===== config.mk =====
export PLATFORM = sky130hd
export DESIGN_NAME = tcw_ctrl
export DESIGN_NICKNAME = d
export VERILOG_FILES = /design/src/design/tcw_pkg.sv /design/src/design/tcw_ctrl.sv
export SDC_FILE = /design/constraint.sdc
export NUM_CORES = 1
export LEC_CHECK = 0
export ABC_CLOCK_PERIOD_IN_PS = 3900
export BUFFER_PORTS_ARGS = -buffer_cell sky130_fd_sc_hd__buf_2
export CAP_MARGIN = 30
export CELL_PAD_IN_SITES_DETAIL_PLACEMENT = 1
export CELL_PAD_IN_SITES_GLOBAL_PLACEMENT = 1
export CORE_AREA = 2 2 39 41
export DETAILED_ROUTE_END_ITERATION = 6
export DIE_AREA = 0 0 41 43
export PLACE_DENSITY = 0.61
export SYNTH_ARGS = -nofsm -noshare
export SYNTH_HDL_FRONTEND = slang
export SYNTH_SLANG_ARGS = --single-unit

===== constraint.sdc =====
create_clock -name clk -period 3.9 [get_ports clk]
set_clock_uncertainty 0.2 [all_clocks]
set_input_delay 0.195 -clock clk [delete_from_list [all_inputs] [get_ports clk]]
set_output_delay 0.195 -clock clk [all_outputs]
set_load 0.05 [all_outputs]

===== src/design/tcw_pkg.sv =====
// Shared constants, payload types and control structs for the text console writer.
// No dependencies; imported by tcw_ctrl, tcw_datapath and text_console_writer.
package tcw_pkg;

    // Screen geometry
    localparam int COLUMNS     = 80;
    localparam int SCROLL_ROWS = 24;
    localparam int CELLS       = COLUMNS * SCROLL_ROWS;

    // Widths
    localparam int ADDR_W   = $clog2(CELLS);
    localparam int POS_W    = $clog2(CELLS + 1);
    localparam int COL_W    = $clog2(COLUMNS);
    localparam int CURSOR_W = 11;
    localparam int REQ_W    = 11;
    localparam int CODE_W   = 9;
    localparam int CELL_W   = 16;
    localparam int ATTR_W   = 8;
    localparam int CHAR_W   = 8;

    // Operation codes
    localparam logic OP_PUT  = 1'b0;
    localparam logic OP_READ = 1'b1;

    // Special character codes
    localparam logic [CODE_W-1:0] CODE_NEWLINE   = 9'h00A;
    localparam logic [CODE_W-1:0] CODE_LEFT      = 9'h0E4;
    localparam logic [CODE_W-1:0] CODE_RIGHT     = 9'h0E5;
    localparam logic [CODE_W-1:0] CODE_BACKSPACE = 9'h100;
    localparam logic [CHAR_W-1:0] BLANK_CHAR     = 8'h20;
    localparam logic [ATTR_W-1:0] ATTR_RESET     = 8'h07;

    // Input beat
    typedef struct packed {
        logic              op;
        logic [CODE_W-1:0] code;
        logic [REQ_W-1:0]  cell_req;
    } tcw_item_t;

    // Result beat
    typedef struct packed {
        logic [CURSOR_W-1:0] cursor;
        logic [CELL_W-1:0]   cell_data;
    } tcw_result_t;

    // Controller to datapath commands
    typedef struct packed {
        logic accept;
        logic clear_step;
        logic copy_step;
        logic zero_step;
        logic finish;
    } tcw_cmd_t;

    // Datapath to controller status
    typedef struct packed {
        logic scroll_now;
        logic sweep_last;
        logic sweep_end;
    } tcw_status_t;

endpackage


===== src/design/tcw_ctrl.sv =====
// Controller state machine of the text console writer: clearing pass, item
// handling, scroll sequencing. Depends on tcw_pkg.
module tcw_ctrl (
    input  logic                clk,
    input  logic                rst_n,
    input  logic                start,
    input  tcw_pkg::tcw_status_t status,
    output tcw_pkg::tcw_cmd_t    cmd,
    output logic                busy,
    output logic                done
);
    import tcw_pkg::*;

    typedef enum logic [2:0] {
        ST_CLEAR,
        ST_IDLE,
        ST_COPY,
        ST_ZERO,
        ST_FIN
    } state_t;

    state_t state_reg, state_next;
    logic   busy_reg, busy_next;

    // Decode commands and next state
    always_comb
    begin
        cmd        = '0;
        state_next = state_reg;
        case (state_reg)
            ST_CLEAR:
            begin
                cmd.clear_step = 1'b1;
                if (status.sweep_last)
                    state_next = ST_IDLE;
            end
            ST_IDLE:
            begin
                if (start)
                begin
                    cmd.accept = 1'b1;
                    state_next = status.scroll_now ? ST_COPY : ST_FIN;
                end
            end
            ST_COPY:
            begin
                cmd.copy_step = 1'b1;
                if (status.sweep_end)
                    state_next = ST_ZERO;
            end
            ST_ZERO:
            begin
                cmd.zero_step = 1'b1;
                if (status.sweep_last)
                    state_next = ST_FIN;
            end
            ST_FIN:
            begin
                cmd.finish = 1'b1;
                state_next = ST_IDLE;
            end
            default:
            begin
                state_next = ST_IDLE;
            end
        endcase
        busy_next = (state_next != ST_IDLE);
    end

    // Hold state and the busy flag
    always_ff @(posedge clk or negedge rst_n)
    begin
        if (!rst_n)
        begin
            state_reg <= ST_CLEAR;
            busy_reg  <= 1'b1;
        end
        else
        begin
            state_reg <= state_next;
            busy_reg  <= busy_next;
        end
    end

    assign busy = busy_reg;
    assign done = cmd.finish;

endmodule


==> key figures, run 1 <==
Status
  – Status: finished, final reports clean

Global routing
  – Initial antenna violation count: 0
  – First-pass GRT wire length: 1060 um
  – GR Util met1: 13.3%
  – Routing usage on met2: 9.69%
  – Gr busiest metal: met1
  – Vias in the first global route: 237
  – GR Util met3: 4.71%
  – Largest net degree at the start of global routing: 13
  – Global route total overflow: 0
  – Gr usage total: 9.37%

Logic synthesis
  – Synthesized flop and latch total: 4
  – Netlist cell types: 15
  – Syn_area_per_cell: 9.91 um2
  – Sequential area share after synthesis: 40.9%
  – Warnings from Yosys: 0
  – Post-Syn Area: 248 um2
  – Syn_nets: 31
  – Cells after synthesis: 25

Drt
  – Post-Route WL: 626 um
  – Drt via density: 4.56
  – 1st-iter DRT viols: 2
  – First drt pass iteration count: 3
  – DRC violations left: 0
  – Vias: 246
  – Routed length per instance: 11.6 um
  – Detail Route Antenna Nets: 0

Cells and area
  – Most frequent cells in the layout: buf_2, nor3b_1, nor3_1, clkbuf_4, dfrtp_1
  – N_diodes: 0
  – Final nets: 45
  – Area grow syn2layout: 34.3%
  – Fraction of layout cells with a size suffix above 1: 44.7%
  – Fin area: 333 um2
  – Max reg flops: 3
  – Leading cell type in the layout, fill and taps excluded: buf_2

Critical path
  – WP data arrival: 1.44 ns
  – Setup crit start kind: flip-flop
  – Cell-by-cell trace of the critical path: nand2_1 -> nor3_1 -> buf_2
  – Slowest-stage cell, CP: dfrtp_1
  – Crit path largest cell delay: 0.52 ns
  – Setup CP Type: reg -> out
  – Cell family with most CP delay: flip-flops
  – Crit path capture type: output port
  – Worst EP required: 3.50 ns
  – CP Buf/Inv Count: 1
  – CP max FO: 11

Worst hold path
  – Hold Crit Class: in -> reg

Timing
  – Relative slew slack: 77.2%
  – Final setup violation count: 0
  – Tcrit/Tclk final: 47.0%
  – RSZ-0062 raised after global routing: false
  – Max Transition Viols Final: 0
  – Max Freq: 545 MHz
  – Minimum clock period: 1.83 ns
  – Worst Tran Pin Value: 0.337 ns
  – Setup WS post-layout: 2.07 ns
  – Final Hold Vio Count: 0
  – Sum Neg Setup Slack: 0 ns

Clock network
  – Root buffer cell: clkbuf_4
  – CTS buffer count: 3
  – Max clock buf depth: 2
  – Worst-Skew Late Latency: 0.24 ns
  – H-tree Lvls: 1
  – Setup Buffers After CTS: 0
  – Worst-path clk slew: 0.04 ns
  – CTS tree: built
  – Clk sinks: 4

Floorplan
  – I/O Pins: 13
  – Core ar.: 0.00138 mm2
  – Die X: 41 um
  – Starting density of the core: 17.9%
  – Die area: 0.00176 mm2
  – Die Y-Extent: 43 um
  – Num rows: 14

Placement
  – Global placer's final weighted congestion: 0.710
  – IO Port Bufs: 12
  – Pre-CTS setup slack: 2.33 ns
  – HPWL after DPL: 440 um
  – DP Area: 297 um2

Pwr
  – Lkg Pwr: 0.000155 uW
  – VDD IR-drop max: 0.258 mV
  – Total power: 334 uW
  – P per Cell Area: 1000 mW/mm2

Flow run
  – Max-cap violations: 0
what timing repair did:
| action | in CTS | in global routing |
|---|---|---|
| hold buffers | 1 | 0 |
| endpoints found under the hold margin | 4 | 0 |
| resized for setup | 0 | 0 |
| setup endpoints to repair | 0 | 0 |
cell usage after synthesis:
cell type / number / area share (%)
a21oi_1: 1 / 2.0
a311oi_1: 1 / 3.5
a31oi_1: 1 / 2.5
and3b_2: 1 / 4.0
buf_2: 1 / 2.0
buf_4: 2 / 6.1
buf_6: 1 / 4.5
dfrtp_1: 3 / 30
dfstp_2: 1 / 11
nand2_1: 2 / 3.0
nand4b_1: 1 / 3.5
nor3_1: 3 / 6.1
nor3b_1: 4 / 12
nor4b_1: 1 / 3.5
or4_1: 2 / 6.1
final cells by class:
type | count | area [um2]
flip-flops and latches | 4 | 101
fillers | 168 | 1050
clock buffers | 4 | 26.3
repair buffers | 13 | 70.1
multi-input cells | 17 | 115
well taps | 16 | 20.0
stage by stage:
stage	hold slack, ns	utilization [%]	instances
2_1_floorplan	-0.301	-	25
4_1_cts	0.0227	24.1	54
5_1_grt	0.0488	24.1	54
6_report	0.0338	24.1	54
3_5_place_dp	-0.198	21.4	49
3_3_place_gp	-0.197	21.4	49
final timing paths:
check	startpoint	end	slack, ns	depth (start not counted)
min in group asynchronous	rst_n	state_reg[2]	0.08	2
max in group asynchronous	rst_n	busy	3.20	2
hold reg to reg	state_reg[2]	state_reg[2]	0.44	1
setup / recovery	state_reg[0]	cmd[4]	2.07	3
hold / removal	status[1]	state_reg[1]	0.03	2
setup reg to reg	state_reg[1]	busy	2.31	3
cell families after synthesis:
logic type             synth area share (%)
flip-flops                             40.9
buffers and inverters                  12.6
AO/OA/AOI/OAI                          8.08
AND/OR/NAND/NOR                        38.4
power breakdown:
group,switching (uW),internal (uW)
Combinational,123,51.2
Clock,18.4,38.5
Sequential,38.5,64.4
layer usage:
metal,wire (um),vias to the layer above
met5,0,-
met4,0,0
met3,63,0
met2,229,15
met1,334,110
li1,-,121
Note: power is estimated with default switching activity, not from simulation.
==> inputs of run 2 (changes only) <==
--- a/config.mk
+++ b/config.mk
@@ -5,7 +5,7 @@
 export SDC_FILE = /design/constraint.sdc
 export NUM_CORES = 1
 export LEC_CHECK = 0
-export ABC_CLOCK_PERIOD_IN_PS = 3900
+export ABC_CLOCK_PERIOD_IN_PS = 1900
 export BUFFER_PORTS_ARGS = -buffer_cell sky130_fd_sc_hd__buf_2
 export CAP_MARGIN = 30
 export CELL_PAD_IN_SITES_DETAIL_PLACEMENT = 1
==> constraint.sdc (replaced) <==
create_clock -name clk -period 1.9 [get_ports clk]
set_clock_uncertainty 0.2 [all_clocks]
set_input_delay 0.095 -clock clk [delete_from_list [all_inputs] [get_ports clk]]
set_output_delay 0.095 -clock clk [all_outputs]
set_load 0.05 [all_outputs]
==> key figures, run 2 (synthesized netlist as in run 1, its figures left out) <==
Drt
  – 1st-iter DRT viols: 2 (unchanged)
  – Drt via density: 4.46 (was 4.56)
  – Vias: 254 (was 246)
  – DRC violations left: 0 (unchanged)
  – Post-Route WL: 585 um (was 626 um)
  – Detail Route Antenna Nets: 0 (unchanged)
  – First drt pass iteration count: 2 (was 3)
  – Routed length per instance: 10.3 um (was 11.6 um)

Critical path
  – CP max FO: 11 (unchanged)
  – Depth of the worst register-to-register path: 3 (unchanged)
  – WP data arrival: 1.40 ns (was 1.44 ns)
  – Crit path capture type: output port (unchanged)
  – Worst EP required: 1.60 ns (was 3.50 ns)
  – Reg2reg setup slack: 0.26 ns (was 2.31 ns)
  – Setup CP Type: reg -> out (unchanged)
  – Setup crit start kind: flip-flop (unchanged)

Global routing
  – First-pass GRT wire length: 959 um (was 1060 um)
  – Vias in the first global route: 223 (was 237)
  – Gr usage total: 8.16% (was 9.37%)
  – Largest net degree at the start of global routing: 13 (unchanged)
  – Global route total overflow: 0 (unchanged)
  – Initial antenna violation count: 0 (unchanged)

Placement
  – Global placer's final weighted congestion: 0.691 (was 0.710)
  – IO Port Bufs: 12 (unchanged)
  – HPWL after DPL: 422 um (was 440 um)
  – Pre-CTS setup slack: 0.280 ns (was 2.33 ns)

Floorplan
  – Die X: 41 um (unchanged)
  – Core ar.: 0.00138 mm2 (unchanged)
  – Num rows: 14 (unchanged)
  – Starting density of the core: 17.9% (unchanged)
  – Die area: 0.00176 mm2 (unchanged)
  – Die Y-Extent: 43 um (unchanged)
  – I/O Pins: 13 (unchanged)

Timing
  – Final Hold Vio Count: 0 (unchanged)
  – Setup WS post-layout: 0.209 ns (was 2.07 ns)
  – Minimum clock period: 1.69 ns
  – Sum Neg Setup Slack: 0 ns (unchanged)
  – Max Transition Viols Final: 0 (unchanged)
  – Relative slew slack: 74.8% (was 77.2%)
  – Max Freq: 591 MHz
  – Tcrit/Tclk final: 89.0%
  – Worst Tran Pin Value: 0.377 ns (was 0.337 ns)
  – RSZ-0062 raised after global routing: false (unchanged)
  – Final setup violation count: 0 (unchanged)

Clock network
  – Root buffer cell: clkbuf_4 (unchanged)
  – Clk sinks: 4 (unchanged)
  – CTS tree: built (unchanged)
  – H-tree Lvls: 1 (unchanged)
  – CTS-repair resized insts: 0 (unchanged)
  – Max clock buf depth: 2 (unchanged)
  – CTS buffer count: 3 (unchanged)
  – Setup Buffers After CTS: 0 (unchanged)
  – Worst-Skew Late Latency: 0.24 ns (about the same)
  – Hold Buf Count CTS: 4 (was 1)
  – Worst-path clk slew: 0.04 ns (about the same)

Pwr
  – P per Cell Area: 1860 mW/mm2 (was 1000 mW/mm2)
  – VDD IR-drop max: 0.373 mV (was 0.258 mV)
  – Total power: 711 uW (was 334 uW)
  – Lkg Pwr: 0.000175 uW (was 0.000155 uW)

Cells and area
  – Most frequent cells in the layout: buf_2, dlygate4sd3_1, clkbuf_4, dfrtp_1 (was buf_2, nor3b_1, nor3_1, clkbuf_4, dfrtp_1)
  – Leading cell type in the layout, fill and taps excluded: buf_2 (unchanged)
  – N_diodes: 0 (unchanged)
  – Fraction of layout cells with a size suffix above 1: 51.2% (was 44.7%)
  – Max reg flops: 3 (unchanged)
  – Fillers: 172 (was 168)
  – Area grow syn2layout: 54.5% (was 34.3%)
  – Final nets: 48 (was 45)

Flow run
  – Max-cap violations: 0 (unchanged)

Worst hold path
  – Hold path depth: 4 (was 2)
  – Hold Crit Class: in -> reg (unchanged)

Status
  – Status: finished, final reports clean (unchanged)
## run 2: cell count changes in the layout (fill, tap and decap cells not counted)
| cell | delta |
|---|---|
| nor3b_1 | -2 |
| nor3_2 | +2 |
| nor3b_2 | +2 |
| nor3_1 | -2 |
| dlygate4sd3_1 | +3 |
## run 2: per-stage QoR
step,hold WS (ns),cells,cell area (um2),utilization [%]
after floorplan,-0.401,25,268,-
after global placement,-0.300,49,317,22.9
after detailed placement,-0.300,49,317,22.9
after CTS,0.0317,57,383,27.7
after global routing,0.0613,57,383,27.7
final,0.0301,57,383,27.7
## run 2: path summary, 6_finish.rpt
path / start / to
max in group asynchronous: rst_n / state_reg[2]
worst max register to register: state_reg[1] / busy
min in group asynchronous: rst_n / busy
worst min-delay path: status[2] / state_reg[2]
worst max-delay path: state_reg[0] / cmd[4]
worst min register to register: state_reg[2] / state_reg[1]
## run 2: layer usage
metal  vias to the layer above  part of all wire, %  global-route usage (%)
met4                         0                  2.4                    8.00
met3                         2                  1.9                    1.57
li1                        124                    -                       -
met1                       123                   50                    11.0
met2                         5                   46                    10.0
met5                         -                    0                       0
## run 2: cell type report
cell class	count	area (um2)	share of cell area, %
clock buffers	4	26.3	6.86
repair buffers	16	100	26.1
multi-input cells	17	135	35.3
flip-flops and latches	4	101	26.5
well taps	16	20.0	5.23
## run 2: critical path, stage by stage (launching register included)
cell and delay [ns]:
dfrtp_1 0.56, nand2_1 0.11, nor3_2 0.18, buf_2 0.30
## run 2: where the power goes
part / switching (uW) / internal (uW)
Sequential: 91.3 / 132
Combinational: 254 / 118
Clock: 37.3 / 79.0
Total: 382 / 328
==> inputs of run 3 (changes only) <==
--- a/config.mk
+++ b/config.mk
@@ -14,6 +14,7 @@
 export DETAILED_ROUTE_END_ITERATION = 6
 export DIE_AREA = 0 0 41 43
 export PLACE_DENSITY = 0.61
+export SETUP_SLACK_MARGIN = 0.5
 export SYNTH_ARGS = -nofsm -noshare
 export SYNTH_HDL_FRONTEND = slang
 export SYNTH_SLANG_ARGS = --single-unit
==> key figures, run 3 (synthesized netlist as in run 1, its figures left out) <==
Status
  – Status: finished, violations left (was finished, final reports clean)
  – Failing checks: hold timing

Drt
  – Drt via density: 4.63 (was 4.46)
  – Post-Route WL: 799 um (was 585 um)
  – Vias: 292 (was 254)
  – Detail Route Antenna Nets: 0 (unchanged)
  – 1st-iter DRT viols: 2 (unchanged)
  – Routed length per instance: 12.7 um (was 10.3 um)
  – First drt pass iteration count: 4 (was 2)
  – DRC violations left: 0 (unchanged)

Global routing
  – First-pass GRT wire length: 1360 um (was 959 um)
  – Largest net degree at the start of global routing: 11 (was 13)
  – Initial antenna violation count: 0 (unchanged)
  – Gr usage total: 12.6% (was 8.16%)
  – Vias in the first global route: 328 (was 223)
  – Global route total overflow: 0 (unchanged)

Cells and area
  – Fraction of layout cells with a size suffix above 1: 74.5% (was 51.2%)
  – Final nets: 54 (was 48)
  – N_diodes: 0 (unchanged)
  – Final Core Density: 36.9% (was 27.7%)
  – Area grow syn2layout: 106% (was 54.5%)
  – Most frequent cells in the layout: buf_2, buf_6, clkbuf_4, dlygate4sd3_1, buf_4 (was buf_2, dlygate4sd3_1, clkbuf_4, dfrtp_1)
  – Fin area: 510 um2 (was 383 um2)
  – Leading cell type in the layout, fill and taps excluded: buf_2 (unchanged)
  – Max reg flops: 3 (unchanged)
  – Cell Count, Final, Fillers Out: 63 (was 57)

Clock network
  – H-tree Lvls: 1 (unchanged)
  – Clk sinks: 4 (unchanged)
  – CTS buffer count: 3 (unchanged)
  – Worst-Skew Late Latency: 0.24 ns (about the same)
  – Worst-path clk slew: 0.04 ns (about the same)
  – Max clock buf depth: 2 (unchanged)
  – Root buffer cell: clkbuf_4 (unchanged)
  – CTS tree: built (unchanged)
  – Hold Buf Count CTS: 4 (unchanged)

Floorplan
  – Core ar.: 0.00138 mm2 (unchanged)
  – Die X: 41 um (unchanged)
  – I/O Pins: 13 (unchanged)
  – Starting density of the core: 17.9% (unchanged)
  – Die area: 0.00176 mm2 (unchanged)
  – Num rows: 14 (unchanged)
  – Die Y-Extent: 43 um (unchanged)

Pwr
  – Lkg Pwr: 0.000213 uW (was 0.000175 uW)
  – Sw frac: 48.4% (was 53.8%)
  – Internal power: 499 uW (was 328 uW)
  – Sw power: 467 uW (was 382 uW)
  – P per Cell Area: 1890 mW/mm2 (was 1860 mW/mm2)
  – Combinational share of power: 66.2% (was 52.3%)
  – Clock power share: 12.4% (was 16.4%)
  – Reg power frac: 21.3% (was 31.4%)
  – VDD IR-drop max: 0.630 mV (was 0.373 mV)

Placement
  – DP Area: 329 um2 (was 317 um2)
  – IO Port Bufs: 12 (unchanged)
  – Global placer's final weighted congestion: 0.672 (was 0.691)
  – Placed insts: 49 (unchanged)

Critical path
  – Worst flop-to-flop path endpoint: busy (unchanged)
  – FF-to-FF Start: state_reg[0] (was state_reg[1])
  – WP data arrival: 1.54 ns (was 1.40 ns)
  – Reg2reg setup slack: 0.31 ns (was 0.26 ns)
  – CP max FO: 4 (was 11)
  – Setup CP Type: reg -> reg (was reg -> out)
  – Crit path capture type: flip-flop (was output port)
  – Setup crit start kind: flip-flop (unchanged)
  – Depth of the worst register-to-register path: 4 (was 3)
  – Worst EP required: 1.85 ns (was 1.60 ns)

Worst hold path
  – Worst Hold Path EP: state_reg[1] (was state_reg[2])
  – HP Start: status[1] (was status[2])
  – Hold path depth: 2 (was 4)
  – Hold Crit Class: in -> reg (unchanged)

Timing
  – Final Hold Vio Count: 1 (was 0)
  – Relative slew slack: 72.9% (was 74.8%)
  – Fin Hold WS: -0.0567 ns (was 0.0301 ns)
  – Sum Neg Setup Slack: 0 ns (unchanged)
  – Max Transition Viols Final: 0 (unchanged)
  – Max Freq: 629 MHz (was 591 MHz)
  – Final setup violation count: 0 (unchanged)
  – Worst Tran Pin Value: 0.401 ns (was 0.377 ns)
  – Minimum clock period: 1.59 ns (was 1.69 ns)
  – RSZ-0062 raised after global routing: true (was false)
  – Tcrit/Tclk final: 83.6% (was 89.0%)

Flow run
  – Max-cap violations: 0 (unchanged)
[run 3: per-stage QoR]
step	worst slack [ns]	power, uW
after CTS	0.341	898
final	0.311	966
after detailed placement	0.220	619
after floorplan	0.329	599
after global placement	0.221	612
after global routing	0.257	1030
[run 3: final cells by class]
cell class              count  area, um2
fillers                   155        873
repair buffers             22        180
multi-input cells          17        179
flip-flops and latches      4        105
clock buffers               4       26.3
well taps                  16       20.0
[run 3: routing by layer]
metal  GRT usage, %  up-vias  wire (um)
met5              0        -          0
met4           14.0        0         16
met3           3.66        2         36
met2           19.4       12        446
met1           11.4      140        300
li1               -      138          -
[run 3: power groups by stage]
stage                     Clock [uW]  Sequential, uW  Combinational [uW]
after global placement             0             233                 379
after floorplan                    0             193                 406
after CTS                        124             196                 578
final                            120             206                 640
after global routing             126             214                 687
after detailed placement           0             239                 380
[run 3: worst max path at each step]
stage / start / to / slack [ns] / cells past startpoint
6_report: state_reg[0] / busy / 0.31 / 4
3_5_place_dp: state_reg[1] / busy / 0.22 / 3
3_3_place_gp: state_reg[1] / busy / 0.22 / 3
4_1_cts: state_reg[0] / busy / 0.34 / 4
5_1_grt: state_reg[1] / busy / 0.26 / 4
2_1_floorplan: state_reg[1] / cmd[0] / 0.33 / 3
[run 3: timing repair]
action                                  CTS  global route
hold endpoints to repair                  7             1
buffers inserted                          6             0
pin swaps                                 3             3
endpoints found under the setup margin    8             9
resized for setup                        14            10
[run 3: critical path: stages (launching register included)]
cell and delay (ns):
dfrtp_2 0.40, buf_4 0.16, a31oi_4 0.12, a311oi_2 0.07, or4_4 0.54
